## src/hw/rtl/rms_current_meter_offset_tracking_macros.svh

```systemverilog
// Assertion macros shared by the rms meter RTL
`ifndef RMS_CURRENT_METER_OFFSET_TRACKING_MACROS_SVH
`define RMS_CURRENT_METER_OFFSET_TRACKING_MACROS_SVH

// same-cycle implication, disabled in reset
`define RCM_ASSERT_IMP(lbl, ante, cons, msg) \
  lbl: assert property (@(posedge clk_i) disable iff (!rst_ni) (ante) |-> (cons)) \
    else $error(msg);

// next-cycle implication, disabled in reset
`define RCM_ASSERT_NXT(lbl, ante, cons, msg) \
  lbl: assert property (@(posedge clk_i) disable iff (!rst_ni) (ante) |=> (cons)) \
    else $error(msg);

`endif

```

## src/hw/rtl/rcm_pkg.sv

```systemverilog
// Types and constants of the rms current meter
`timescale 1ns / 1ps
package rcm_pkg;

  localparam int CH_IN_W    = 2;
  localparam int SMP_IN_W   = 12;
  localparam int IN_DATA_W  = 16;
  localparam int RMS_W      = 24;
  localparam int OUT_DATA_W = 24;

  localparam int CNT_W      = 16;
  localparam int GAIN_W     = 32;
  localparam int GAIN_FRAC  = 16;
  localparam int SUM_W      = 48;
  localparam int FRAC_SHIFT = 12;
  localparam int DIV_W      = SUM_W + FRAC_SHIFT;
  localparam int DIVISOR_W  = CNT_W + 1;
  localparam int ROOT_W     = DIV_W / 2;
  localparam int PROD_W     = ROOT_W + GAIN_W;

  localparam int CFG_IDX_W  = 1;
  localparam int CFG_DATA_W = 32;
  localparam logic [CFG_IDX_W-1:0] CFG_SAMPLE_COUNT = 1'b0;
  localparam logic [CFG_IDX_W-1:0] CFG_CURRENT_GAIN = 1'b1;

  localparam logic [CNT_W-1:0]  SAMPLE_COUNT_RST = 16'd400;
  localparam logic [GAIN_W-1:0] CURRENT_GAIN_RST = 32'd316406;

  typedef enum logic [2:0] {
    ST_IDLE,
    ST_FILT,
    ST_FVAL,
    ST_SQ,
    ST_DIV,
    ST_SQRT,
    ST_MUL,
    ST_OUT
  } rcm_state_e;

endpackage

```

## src/hw/rtl/rms_current_meter_offset_tracking.sv

```systemverilog
// RMS current meter with per-channel DC offset tracking, top level
//
// Input stream: one ADC sample word per transfer, channel in tuser. Each
// sample moves its channel's DC offset by 1/2^FILTER_SHIFT of the error,
// then the square of sample minus offset is added to a running sum.
// When sample_count samples have been gathered, one word leaves on the
// output stream: gain * sqrt(sum / samples) in 16.8, saturating, with the
// channel of the last sample in tuser.
// Timing: one sample at a time. A sample that closes no burst passes the
// filter states and the bit-serial squarer. The closing sample also runs the
// 60-step divider, 30-step root and 30-step gain multiply, each one bit per
// cycle, and the output load.
// The result waits in an output register; the next sample is taken while it
// waits. A second result stalls the core until the first is taken.
// Reset: offsets to mid-scale, sum and count to zero, registers to defaults.
// Configuration writes are taken any cycle but belong in idle time.
`timescale 1ns / 1ps
`include "rms_current_meter_offset_tracking_macros.svh"
module rms_current_meter_offset_tracking #(
  parameter int CHANNELS     = 4,
  parameter int SAMPLE_BITS  = 12,
  parameter int FILTER_SHIFT = 10
) (
  input  logic                            clk_i,
  input  logic                            rst_ni,
  input  logic                            s_axis_tvalid_i,
  output logic                            s_axis_tready_o,
  input  logic [rcm_pkg::IN_DATA_W-1:0]   s_axis_tdata_i,  // [11:0] sample
  input  logic [rcm_pkg::CH_IN_W-1:0]     s_axis_tuser_i,  // [1:0] channel
  output logic                            m_axis_tvalid_o,
  input  logic                            m_axis_tready_i,
  output logic [rcm_pkg::OUT_DATA_W-1:0]  m_axis_tdata_o,  // [23:0] rms_value
  output logic [rcm_pkg::CH_IN_W-1:0]     m_axis_tuser_o,  // [1:0] result_channel
  input  logic                            cfg_we_i,
  input  logic [rcm_pkg::CFG_IDX_W-1:0]   cfg_idx_i,
  input  logic [rcm_pkg::CFG_DATA_W-1:0]  cfg_data_i
);

  localparam int OFF_W = SAMPLE_BITS + FILTER_SHIFT;
  localparam int IDX_W = (CHANNELS > 1) ? $clog2(CHANNELS) : 1;
  localparam int SQ_W  = 2 * SAMPLE_BITS + 4;
  localparam int SQ_SH = 2 * FILTER_SHIFT - 4;
  localparam int SUM_W = rcm_pkg::SUM_W;
  localparam int CNT_W = rcm_pkg::CNT_W;
  localparam int N_W   = rcm_pkg::DIVISOR_W;
  localparam int P_W   = rcm_pkg::PROD_W;
  localparam int RMS_W = rcm_pkg::RMS_W;
  localparam int GF    = rcm_pkg::GAIN_FRAC;
  localparam logic [OFF_W-1:0] OFF_MID = {1'b1, {(OFF_W-1){1'b0}}};

  rcm_pkg::rcm_state_e state_q, state_d;

  logic [CNT_W-1:0]            sample_count_q;
  logic [rcm_pkg::GAIN_W-1:0]  current_gain_q;

  logic [rcm_pkg::CH_IN_W-1:0] ch_q;
  logic [IDX_W-1:0]            idx_q;
  logic [SAMPLE_BITS-1:0]      smp_q;
  logic [OFF_W-1:0]            off_q [CHANNELS];
  logic [OFF_W-1:0]            noff_q;
  logic [SUM_W-1:0]            sum_q;
  logic [CNT_W-1:0]            cnt_q;
  logic [RMS_W-1:0]            res_q;
  logic                        m_valid_q;
  logic [RMS_W-1:0]            m_data_q;
  logic [rcm_pkg::CH_IN_W-1:0] m_user_q;

  logic                        s_acc;
  logic [4:0]                  ch_m;
  logic [rcm_pkg::IN_DATA_W-1:0] smp_ext;
  logic [OFF_W-1:0]            scaled;
  logic [OFF_W-1:0]            off_cur;
  logic [OFF_W:0]              diff;
  logic [OFF_W-1:0]            dmag;
  logic [SAMPLE_BITS-1:0]      step;
  logic [OFF_W-1:0]            noff;
  logic [OFF_W:0]              fval;
  logic [OFF_W-1:0]            fmag;

  logic                        sq_start, sq_done;
  logic [2*OFF_W-1:0]          sq_prod;
  logic [SUM_W:0]              sum_add;
  logic [SUM_W-1:0]            sum_new;
  logic [CNT_W-1:0]            cnt_new;
  logic [CNT_W-1:0]            target;
  logic                        emit;
  logic                        div_start, div_done;
  logic [N_W-1:0]              div_divisor;
  logic [rcm_pkg::DIV_W-1:0]   div_quot;
  logic                        sqrt_start, sqrt_done;
  logic [rcm_pkg::ROOT_W-1:0]  root;
  logic                        gmul_start, gmul_done;
  logic [P_W-1:0]              gprod;
  logic [RMS_W-1:0]            rms_sat;
  logic                        out_load;

  assign s_axis_tready_o = (state_q == rcm_pkg::ST_IDLE);
  assign s_acc           = s_axis_tvalid_i && s_axis_tready_o;

  // channel modulo CHANNELS on a 2-bit field
  always_comb begin
    ch_m = {3'b000, s_axis_tuser_i};
    for (int k = 0; k < 3; k++) begin
      if (ch_m >= 5'(CHANNELS)) ch_m = ch_m - 5'(CHANNELS);
    end
  end

  assign smp_ext = {{(rcm_pkg::IN_DATA_W - rcm_pkg::SMP_IN_W){1'b0}},
                    s_axis_tdata_i[rcm_pkg::SMP_IN_W-1:0]};

  // offset filter and error term
  always_comb begin
    scaled  = {smp_q, {FILTER_SHIFT{1'b0}}};
    off_cur = off_q[idx_q];
    diff    = {1'b0, scaled} - {1'b0, off_cur};
    dmag    = diff[OFF_W] ? OFF_W'(-diff) : diff[OFF_W-1:0];
    step    = dmag[OFF_W-1:FILTER_SHIFT];
    noff    = diff[OFF_W] ? (off_cur - OFF_W'(step)) : (off_cur + OFF_W'(step));
    fval    = {1'b0, scaled} - {1'b0, noff_q};
    fmag    = fval[OFF_W] ? OFF_W'(-fval) : fval[OFF_W-1:0];
  end

  // accumulate and burst check
  always_comb begin
    sum_add     = {1'b0, sum_q} + (SUM_W+1)'(sq_prod[SQ_SH +: SQ_W]);
    sum_new     = sum_add[SUM_W] ? {SUM_W{1'b1}} : sum_add[SUM_W-1:0];
    cnt_new     = cnt_q + CNT_W'(1);
    target      = (sample_count_q == '0) ? CNT_W'(1) : sample_count_q;
    emit        = (cnt_new == '0) || (cnt_new >= target);
    div_divisor = (cnt_new == '0) ? {1'b1, {CNT_W{1'b0}}} : {1'b0, cnt_new};
    rms_sat     = (|gprod[P_W-1:RMS_W+GF]) ? {RMS_W{1'b1}} : gprod[RMS_W+GF-1:GF];
  end

  always_comb begin
    state_d    = state_q;
    sq_start   = 1'b0;
    div_start  = 1'b0;
    sqrt_start = 1'b0;
    gmul_start = 1'b0;
    out_load   = 1'b0;
    unique case (state_q)
      rcm_pkg::ST_IDLE: begin
        if (s_acc) state_d = rcm_pkg::ST_FILT;
      end
      rcm_pkg::ST_FILT: begin
        state_d = rcm_pkg::ST_FVAL;
      end
      rcm_pkg::ST_FVAL: begin
        sq_start = 1'b1;
        state_d  = rcm_pkg::ST_SQ;
      end
      rcm_pkg::ST_SQ: begin
        if (sq_done) begin
          if (emit) begin
            div_start = 1'b1;
            state_d   = rcm_pkg::ST_DIV;
          end else begin
            state_d = rcm_pkg::ST_IDLE;
          end
        end
      end
      rcm_pkg::ST_DIV: begin
        if (div_done) begin
          sqrt_start = 1'b1;
          state_d    = rcm_pkg::ST_SQRT;
        end
      end
      rcm_pkg::ST_SQRT: begin
        if (sqrt_done) begin
          gmul_start = 1'b1;
          state_d    = rcm_pkg::ST_MUL;
        end
      end
      rcm_pkg::ST_MUL: begin
        if (gmul_done) state_d = rcm_pkg::ST_OUT;
      end
      rcm_pkg::ST_OUT: begin
        if (!m_valid_q || m_axis_tready_i) begin
          out_load = 1'b1;
          state_d  = rcm_pkg::ST_IDLE;
        end
      end
      default: state_d = rcm_pkg::ST_IDLE;
    endcase
  end

  always_ff @(posedge clk_i or negedge rst_ni) begin
    if (!rst_ni) begin
      state_q <= rcm_pkg::ST_IDLE;
    end else begin
      state_q <= state_d;
    end
  end

  always_ff @(posedge clk_i or negedge rst_ni) begin
    if (!rst_ni) begin
      sample_count_q <= rcm_pkg::SAMPLE_COUNT_RST;
      current_gain_q <= rcm_pkg::CURRENT_GAIN_RST;
    end else if (cfg_we_i) begin
      unique case (cfg_idx_i)
        rcm_pkg::CFG_SAMPLE_COUNT: sample_count_q <= cfg_data_i[CNT_W-1:0];
        rcm_pkg::CFG_CURRENT_GAIN: current_gain_q <= cfg_data_i;
        default: ;
      endcase
    end
  end

  always_ff @(posedge clk_i or negedge rst_ni) begin
    if (!rst_ni) begin
      for (int i = 0; i < CHANNELS; i++) off_q[i] <= OFF_MID;
      sum_q     <= '0;
      cnt_q     <= '0;
      m_valid_q <= 1'b0;
    end else begin
      if (state_q == rcm_pkg::ST_FILT) off_q[idx_q] <= noff;
      if ((state_q == rcm_pkg::ST_SQ) && sq_done) begin
        sum_q <= emit ? '0 : sum_new;
        cnt_q <= emit ? '0 : cnt_new;
      end
      if (out_load) begin
        m_valid_q <= 1'b1;
      end else if (m_axis_tready_i) begin
        m_valid_q <= 1'b0;
      end
    end
  end

  always_ff @(posedge clk_i) begin
    if (s_acc) begin
      ch_q  <= s_axis_tuser_i;
      idx_q <= ch_m[IDX_W-1:0];
      smp_q <= smp_ext[SAMPLE_BITS-1:0];
    end
    if (state_q == rcm_pkg::ST_FILT) noff_q <= noff;
    if ((state_q == rcm_pkg::ST_MUL) && gmul_done) res_q <= rms_sat;
    if (out_load) begin
      m_data_q <= res_q;
      m_user_q <= ch_q;
    end
  end

  assign m_axis_tvalid_o = m_valid_q;
  assign m_axis_tdata_o  = m_data_q;
  assign m_axis_tuser_o  = m_user_q;

  rcm_mul #(
    .A_W (OFF_W),
    .B_W (OFF_W)
  ) u_sq (
    .clk_i   (clk_i),
    .rst_ni  (rst_ni),
    .start_i (sq_start),
    .a_i     (fmag),
    .b_i     (fmag),
    .done_o  (sq_done),
    .prod_o  (sq_prod)
  );

  rcm_div u_div (
    .clk_i      (clk_i),
    .rst_ni     (rst_ni),
    .start_i    (div_start),
    .dividend_i ({sum_new, {rcm_pkg::FRAC_SHIFT{1'b0}}}),
    .divisor_i  (div_divisor),
    .done_o     (div_done),
    .quot_o     (div_quot)
  );

  rcm_sqrt u_sqrt (
    .clk_i   (clk_i),
    .rst_ni  (rst_ni),
    .start_i (sqrt_start),
    .rad_i   (div_quot),
    .done_o  (sqrt_done),
    .root_o  (root)
  );

  rcm_mul #(
    .A_W (rcm_pkg::GAIN_W),
    .B_W (rcm_pkg::ROOT_W)
  ) u_gain (
    .clk_i   (clk_i),
    .rst_ni  (rst_ni),
    .start_i (gmul_start),
    .a_i     (current_gain_q),
    .b_i     (root),
    .done_o  (gmul_done),
    .prod_o  (gprod)
  );

  `RCM_ASSERT_NXT(a_burst_clear, (state_q == rcm_pkg::ST_SQ) && sq_done && emit, (cnt_q == '0) && (sum_q == '0), "burst end did not clear sum and count")
  `RCM_ASSERT_NXT(a_sum_grows, (state_q == rcm_pkg::ST_SQ) && sq_done && !emit, sum_q >= $past(sum_q), "square sum decreased within a burst")
  `RCM_ASSERT_IMP(a_div_nonzero, div_start, div_divisor != '0, "divider started with zero divisor")
  `RCM_ASSERT_IMP(a_out_src, $rose(m_valid_q), $past(state_q) == rcm_pkg::ST_OUT, "output word raised outside the output state")

endmodule

```

## src/hw/rtl/rcm_mul.sv

```systemverilog
// Bit-serial shift-add multiplier, one multiplier bit per cycle
`timescale 1ns / 1ps
module rcm_mul #(
  parameter int A_W = 22,
  parameter int B_W = 22
) (
  input  logic               clk_i,
  input  logic               rst_ni,
  input  logic               start_i,
  input  logic [A_W-1:0]     a_i,
  input  logic [B_W-1:0]     b_i,
  output logic               done_o,
  output logic [A_W+B_W-1:0] prod_o
);

  localparam int P_W = A_W + B_W;
  localparam int C_W = $clog2(B_W + 1);

  logic           busy_q;
  logic           done_q;
  logic [C_W-1:0] cnt_q;
  logic [A_W-1:0] a_q;
  logic [P_W-1:0] prod_q;
  logic [P_W-1:0] prod_d;
  logic [A_W:0]   part;

  always_comb begin
    part   = {1'b0, prod_q[P_W-1:B_W]} + (prod_q[0] ? {1'b0, a_q} : '0);
    prod_d = {part, prod_q[B_W-1:1]};
  end

  always_ff @(posedge clk_i or negedge rst_ni) begin
    if (!rst_ni) begin
      busy_q <= 1'b0;
      done_q <= 1'b0;
      cnt_q  <= '0;
    end else begin
      done_q <= busy_q && (cnt_q == C_W'(1));
      if (start_i) begin
        busy_q <= 1'b1;
        cnt_q  <= C_W'(B_W);
      end else if (busy_q) begin
        cnt_q <= cnt_q - C_W'(1);
        if (cnt_q == C_W'(1)) busy_q <= 1'b0;
      end
    end
  end

  always_ff @(posedge clk_i) begin
    if (start_i) begin
      a_q    <= a_i;
      prod_q <= {{A_W{1'b0}}, b_i};
    end else if (busy_q) begin
      prod_q <= prod_d;
    end
  end

  assign done_o = done_q;
  assign prod_o = prod_q;

endmodule

```

## src/hw/rtl/rcm_div.sv

```systemverilog
// Restoring divider, one quotient bit per cycle
`timescale 1ns / 1ps
module rcm_div (
  input  logic                          clk_i,
  input  logic                          rst_ni,
  input  logic                          start_i,
  input  logic [rcm_pkg::DIV_W-1:0]     dividend_i,
  input  logic [rcm_pkg::DIVISOR_W-1:0] divisor_i,
  output logic                          done_o,
  output logic [rcm_pkg::DIV_W-1:0]     quot_o
);

  localparam int D_W = rcm_pkg::DIV_W;
  localparam int N_W = rcm_pkg::DIVISOR_W;
  localparam int C_W = $clog2(D_W + 1);

  logic           busy_q;
  logic           done_q;
  logic [C_W-1:0] cnt_q;
  logic [N_W-1:0] dvs_q;
  logic [N_W-1:0] rem_q;
  logic [N_W-1:0] rem_d;
  logic [D_W-1:0] quo_q;
  logic [D_W-1:0] quo_d;
  logic [N_W:0]   trial;
  logic [N_W:0]   diff;
  logic           ge;

  always_comb begin
    trial = {rem_q, quo_q[D_W-1]};
    diff  = trial - {1'b0, dvs_q};
    ge    = trial >= {1'b0, dvs_q};
    rem_d = ge ? diff[N_W-1:0] : trial[N_W-1:0];
    quo_d = {quo_q[D_W-2:0], ge};
  end

  always_ff @(posedge clk_i or negedge rst_ni) begin
    if (!rst_ni) begin
      busy_q <= 1'b0;
      done_q <= 1'b0;
      cnt_q  <= '0;
    end else begin
      done_q <= busy_q && (cnt_q == C_W'(1));
      if (start_i) begin
        busy_q <= 1'b1;
        cnt_q  <= C_W'(D_W);
      end else if (busy_q) begin
        cnt_q <= cnt_q - C_W'(1);
        if (cnt_q == C_W'(1)) busy_q <= 1'b0;
      end
    end
  end

  always_ff @(posedge clk_i) begin
    if (start_i) begin
      dvs_q <= divisor_i;
      rem_q <= '0;
      quo_q <= dividend_i;
    end else if (busy_q) begin
      rem_q <= rem_d;
      quo_q <= quo_d;
    end
  end

  assign done_o = done_q;
  assign quot_o = quo_q;

endmodule

```

## src/hw/rtl/rcm_sqrt.sv

```systemverilog
// Digit-by-digit integer square root, one root bit per cycle
`timescale 1ns / 1ps
module rcm_sqrt (
  input  logic                       clk_i,
  input  logic                       rst_ni,
  input  logic                       start_i,
  input  logic [rcm_pkg::DIV_W-1:0]  rad_i,
  output logic                       done_o,
  output logic [rcm_pkg::ROOT_W-1:0] root_o
);

  localparam int R_W   = rcm_pkg::ROOT_W;
  localparam int RAD_W = rcm_pkg::DIV_W;
  localparam int REM_W = R_W + 2;
  localparam int C_W   = $clog2(R_W + 1);

  logic             busy_q;
  logic             done_q;
  logic [C_W-1:0]   cnt_q;
  logic [RAD_W-1:0] rad_q;
  logic [REM_W-1:0] rem_q;
  logic [REM_W-1:0] rem_sh;
  logic [REM_W-1:0] trial;
  logic [REM_W-1:0] rem_d;
  logic [R_W-1:0]   root_q;
  logic [R_W-1:0]   root_d;
  logic             ge;

  always_comb begin
    rem_sh = {rem_q[REM_W-3:0], rad_q[RAD_W-1 -: 2]};
    trial  = {root_q, 2'b01};
    ge     = rem_sh >= trial;
    rem_d  = ge ? (rem_sh - trial) : rem_sh;
    root_d = {root_q[R_W-2:0], ge};
  end

  always_ff @(posedge clk_i or negedge rst_ni) begin
    if (!rst_ni) begin
      busy_q <= 1'b0;
      done_q <= 1'b0;
      cnt_q  <= '0;
    end else begin
      done_q <= busy_q && (cnt_q == C_W'(1));
      if (start_i) begin
        busy_q <= 1'b1;
        cnt_q  <= C_W'(R_W);
      end else if (busy_q) begin
        cnt_q <= cnt_q - C_W'(1);
        if (cnt_q == C_W'(1)) busy_q <= 1'b0;
      end
    end
  end

  always_ff @(posedge clk_i) begin
    if (start_i) begin
      rad_q  <= rad_i;
      rem_q  <= '0;
      root_q <= '0;
    end else if (busy_q) begin
      rad_q  <= {rad_q[RAD_W-3:0], 2'b00};
      rem_q  <= rem_d;
      root_q <= root_d;
    end
  end

  assign done_o = done_q;
  assign root_o = root_q;

endmodule

```

## config.mk

```make
export PLATFORM = sky130hd
export DESIGN_NAME = rms_current_meter_offset_tracking
export DESIGN_NICKNAME = d
export VERILOG_FILES = /design/src/hw/rtl/rcm_pkg.sv /design/src/hw/rtl/rms_current_meter_offset_tracking.sv /design/src/hw/rtl/rcm_mul.sv /design/src/hw/rtl/rcm_div.sv /design/src/hw/rtl/rcm_sqrt.sv
export VERILOG_INCLUDE_DIRS = /design/src /design/src/hw/rtl
export SDC_FILE = /design/constraint.sdc
export NUM_CORES = 2
export LEC_CHECK = 0
export BUFFER_PORTS_ARGS = -buffer_cell sky130_fd_sc_hd__buf_2
export CAP_MARGIN = 10
export CORE_MARGIN = 8
export CORE_UTILIZATION = 57
export CTS_CLUSTER_SIZE = 8
export DETAILED_ROUTE_END_ITERATION = 8
export GPL_TIMING_DRIVEN = 1
export PLACE_DENSITY = 0.76
export RECOVER_POWER = 100
export SLEW_MARGIN = 20
export SYNTH_ARGS = -nofsm -noshare
export SYNTH_HDL_FRONTEND = slang
export SYNTH_SLANG_ARGS = --single-unit
```

## constraint.sdc

```tcl
create_clock -name clk_i -period 6.85 [get_ports clk_i]
set_input_delay 1.0275 -clock clk_i [delete_from_list [all_inputs] [get_ports clk_i]]
set_output_delay 1.0275 -clock clk_i [all_outputs]
set_load 0.02 [all_outputs]
```

==> out/qor.txt <==
Status = complete, but fails checks
Violations in the final reports = max-capacitance violations, max-slew violations
Worst path arrival time = 7.27 ns
Share of layout cells above drive strength 1 = 12.3%
Antenna violations before repair = 2
Estimated wirelength of the detail-placed design = 58.5 mm
Multi-input gate area in the final layout = 18600 um2
Path class of the lowest-slack min-delay path = reg -> reg
Mapped Cells = 3879
Vias per cell = 5.76
Number of distinct library cell variants in the gate-level netlist after synthesis = 86
Total core area = 65700 um2
Maximum vdd ir drop = 378 uV
Cell area after synthesis = 37900 um2
Worst slack after detailed placement = -0.161 ns
Mean instance size in the synthesized netlist = 9.77 um2
Maximum number of pins on one net before global-route repair = 129
Full die area = 75000 um2
Post-Layout Inst Area = 42700 um2
CP Capture Point = off_q[21]
Clock skew after layout = 0.0219 ns
Worst rel slew slack = -142%
Clock sink count = 693
GRT Max-Usage Layer = met2
Startpoint types = register
Sequential fraction of the synthesis area = 48.1%
Number of buffers between clock root and the deepest sink = 3
Unrepaired setup endpoints after global routing = yes
Fraction of met2 tracks used by global routing = 37.5%
Post-synthesis async set-or-reset flop share = 33.6%
Clock tree from TritonCTS = yes
Post-synth net total = 4144
Critical Path Slowest Stage Cell = sky130_fd_sc_hd__mux4_2
Routed wire per std cell = 17.3 um
Maximum capacitance violations = 1
Number of hold buffers added after cts = 0
Vias in the first global route = 28300
Worst-case setup margin in the final layout = 0.120 ns
Reg area = 18200 um2
Final setup viols = 0
Hold Violations, Final = 0
Quantity of I/O buffers inserted on ports = 79
Total GRT Usage = 22.4%
Length of the first detailed-routing pass in iterations = 5
Path type of the worst setup path = reg -> reg
Minimum clock period after layout = 6.73 ns
Number of non-filler instances in the completed layout = 4952
Final Slew Violations = 60
Startpoint of the most critical register-to-register path = idx_q[0]
Chip width = 274 um
Startpoint of the worst setup timing path = idx_q[0]
DIE HEIGHT = 274 um
Number of filler instances in the final layout = 5201
Number of antenna-violating nets in the routed design = 0
Post-Route Hold Slack = 0.415 ns
Kind of end point of the critical path = register
Post-synth EDFFs = 317
Latest clock arrival within the worst-skew pair = 0.63 ns
Total CTS buffers = 96
Final routed DRC violation total = 0
Area of placed instances = 39700 um2
Highest attainable clock frequency = 0.149 GHz
Relative area change from synthesis to final layout = 12.7%
Critical path required time = 7.39 ns
Largest stage delay on the critical path = 0.55 ns
Number of synthesized register bits = 693
Number of cells in the design after placement = 4764
Placer Congestion = 0.901
Total number of vias = 28500
Worst R2R End = off_q[21]
Met1 track utilization from global routing = 29.5%
Met3 GRT Util = 3.63%
Clock root buffer master = sky130_fd_sc_hd__clkbuf_16
Post-route setup TNS = 0 ns
Final WL = 85.8 mm
Global-route wire length before repair = 140 mm
Number of top-level design ports = 84
Dominant register cell in the synthesized netlist = sky130_fd_sc_hd__edfxtp_1
FF-to-FF setup slack = 0.12 ns
Total of warnings raised by yosys = 0
Pin slew with the least headroom to its limit = 3.63 ns
Starting Density = 57.6%
Global-route congestion overflow total = 0
Post-route clock period utilization = 98.2%
H-tree depth = 3
Pwr/cell area = 418 nW/um2
Leakage dissipation = 0.0182 uW
Maximum fanout along the worst path = 6
Count of routing violations after the opening detailed-route iteration = 2204
Layout Nets = 4269
Placement row count = 94
Logic depth of the worst register-to-register path = 29
Register clock-pin slew on the reported worst setup and hold paths = 0.05 ns
==> stage by stage <==
step | utilization [%] | power (uW)
detailed placement | 60.4 | 13100
CTS | 64.7 | 17700
floorplan | - | 10800
global placement | 60.4 | 12900
global route | 65.0 | 19000
finish | 65.0 | 17800
==> area by class of cell <==
class / count / area share, %
flip-flops and latches: 693 / 42.7
well taps: 864 / 2.53
diodes: 2 / 0.0117
multi-input cells: 2834 / 43.5
clock inverters: 5 / 0.190
inverters: 179 / 1.57
clock buffers: 175 / 6.39
repair buffers: 200 / 3.14
==> state kept, by name, summed over array words and instances (netlist names), 17 cells and up <==
name and flops:
u_gain.prod_o 62, u_sqrt.rad_q 60, u_sq.prod_o 44, u_div.dvs_q 17, off_q 88, u_div.rem_q 17
current_gain_q 32, u_sqrt.rem_q 30, m_axis_tdata_o 24, sum_q 48, u_sq.a_q 22, noff_q 22
u_sqrt.root_o 30, u_gain.a_q 32, u_div.quot_o 60, res_q 24
==> cell usage after synthesis, types with 59 or more instances <==
| cell type | number | area (um2) |
|---|---|---|
| sky130_fd_sc_hd__nor3_1 | 66 | 330 |
| sky130_fd_sc_hd__a21oi_1 | 211 | 1060 |
| sky130_fd_sc_hd__xnor2_1 | 158 | 1380 |
| sky130_fd_sc_hd__nand2_1 | 630 | 2360 |
| sky130_fd_sc_hd__dfxtp_1 | 143 | 2860 |
| sky130_fd_sc_hd__and2_1 | 68 | 425 |
| sky130_fd_sc_hd__mux2i_1 | 96 | 961 |
| sky130_fd_sc_hd__a21o_1 | 86 | 646 |
| sky130_fd_sc_hd__mux2_2 | 75 | 845 |
| sky130_fd_sc_hd__o21ai_0 | 266 | 1330 |
| sky130_fd_sc_hd__nand3_1 | 93 | 465 |
| sky130_fd_sc_hd__edfxtp_1 | 317 | 9520 |
| sky130_fd_sc_hd__xor2_1 | 71 | 622 |
| sky130_fd_sc_hd__nand2b_1 | 59 | 369 |
| sky130_fd_sc_hd__dfrtp_1 | 214 | 5360 |
| sky130_fd_sc_hd__clkbuf_1 | 151 | 567 |
| sky130_fd_sc_hd__inv_1 | 177 | 664 |
| sky130_fd_sc_hd__ha_1 | 204 | 2550 |
| sky130_fd_sc_hd__nor2_1 | 270 | 1010 |
==> how the worst min path moves through the flow <==
stage          slack, ns  depth (start not counted)      start                  to
2_1_floorplan       0.40                          0   res_q[0]   m_axis_tdata_o[0]
3_3_place_gp        0.40                          0   res_q[9]   m_axis_tdata_o[9]
3_5_place_dp        0.40                          0  res_q[10]  m_axis_tdata_o[10]
4_1_cts             0.32                          1     rst_ni           off_q[81]
5_1_grt             0.43                          0  res_q[13]  m_axis_tdata_o[13]
6_report            0.41                          0   res_q[3]   m_axis_tdata_o[3]
==> repair_timing <==
action	4_1_cts	5_1_grt
setup endpoints to repair	9	38
pin swaps	0	29
buffers inserted	0	6
gates cloned	0	0
endpoints found under the hold margin	0	0
gates resized for setup	3	30
==> placed cells by master (no fill, tap or decap), types with 90 or more instances in the layout <==
cell	n
sky130_fd_sc_hd__nor2_1	270
sky130_fd_sc_hd__xnor2_1	156
sky130_fd_sc_hd__edfxtp_1	317
sky130_fd_sc_hd__inv_1	172
sky130_fd_sc_hd__clkbuf_16	97
sky130_fd_sc_hd__a21oi_1	201
sky130_fd_sc_hd__ha_1	203
sky130_fd_sc_hd__o21ai_0	263
sky130_fd_sc_hd__buf_4	117
sky130_fd_sc_hd__mux2i_1	96
sky130_fd_sc_hd__dfrtp_1	212
sky130_fd_sc_hd__nand2_1	628
sky130_fd_sc_hd__dfxtp_1	143
sky130_fd_sc_hd__nand3_1	90
==> kinds of logic after synthesis <==
| group | count (synthesis) | share of synthesized area, % |
|---|---|---|
| mux | 193 | 6.07 |
| buf+inv | 352 | 3.52 |
| xor+xnor | 229 | 5.29 |
| compound gates | 820 | 13.3 |
| flops | 693 | 48.1 |
| fa+ha+maj | 209 | 7.00 |
| simple gates | 1383 | 16.7 |
==> worst max-delay path, delay by kind of cell (launching register included) <==
| family | cells | cell delay [ns] |
|---|---|---|
| compound gates | 14 | 2.70 |
| xor+xnor | 1 | 0.17 |
| fa+ha+maj | 2 | 0.40 |
| buf+inv | 4 | 0.42 |
| flops | 1 | 0.34 |
| mux | 1 | 0.55 |
| simple gates | 7 | 2.04 |
==> report_power, final <==
| part | total, uW | switching [uW] | internal, uW |
|---|---|---|---|
| Sequential | 5760 | 438 | 5320 |
| Combinational | 7640 | 4430 | 3200 |
| Clock | 4440 | 1780 | 2670 |
| Total | 17800 | 6650 | 11200 |
==> routing by layer <==
| layer | vias to the layer above | wire length, um |
|---|---|---|
| li1 | 14000 | - |
| met4 | 0 | 2240 |
| met5 | - | 0 |
| met1 | 13700 | 38100 |
| met2 | 689 | 40900 |
| met3 | 159 | 4470 |
Note: power is estimated with default switching activity, not from simulation.
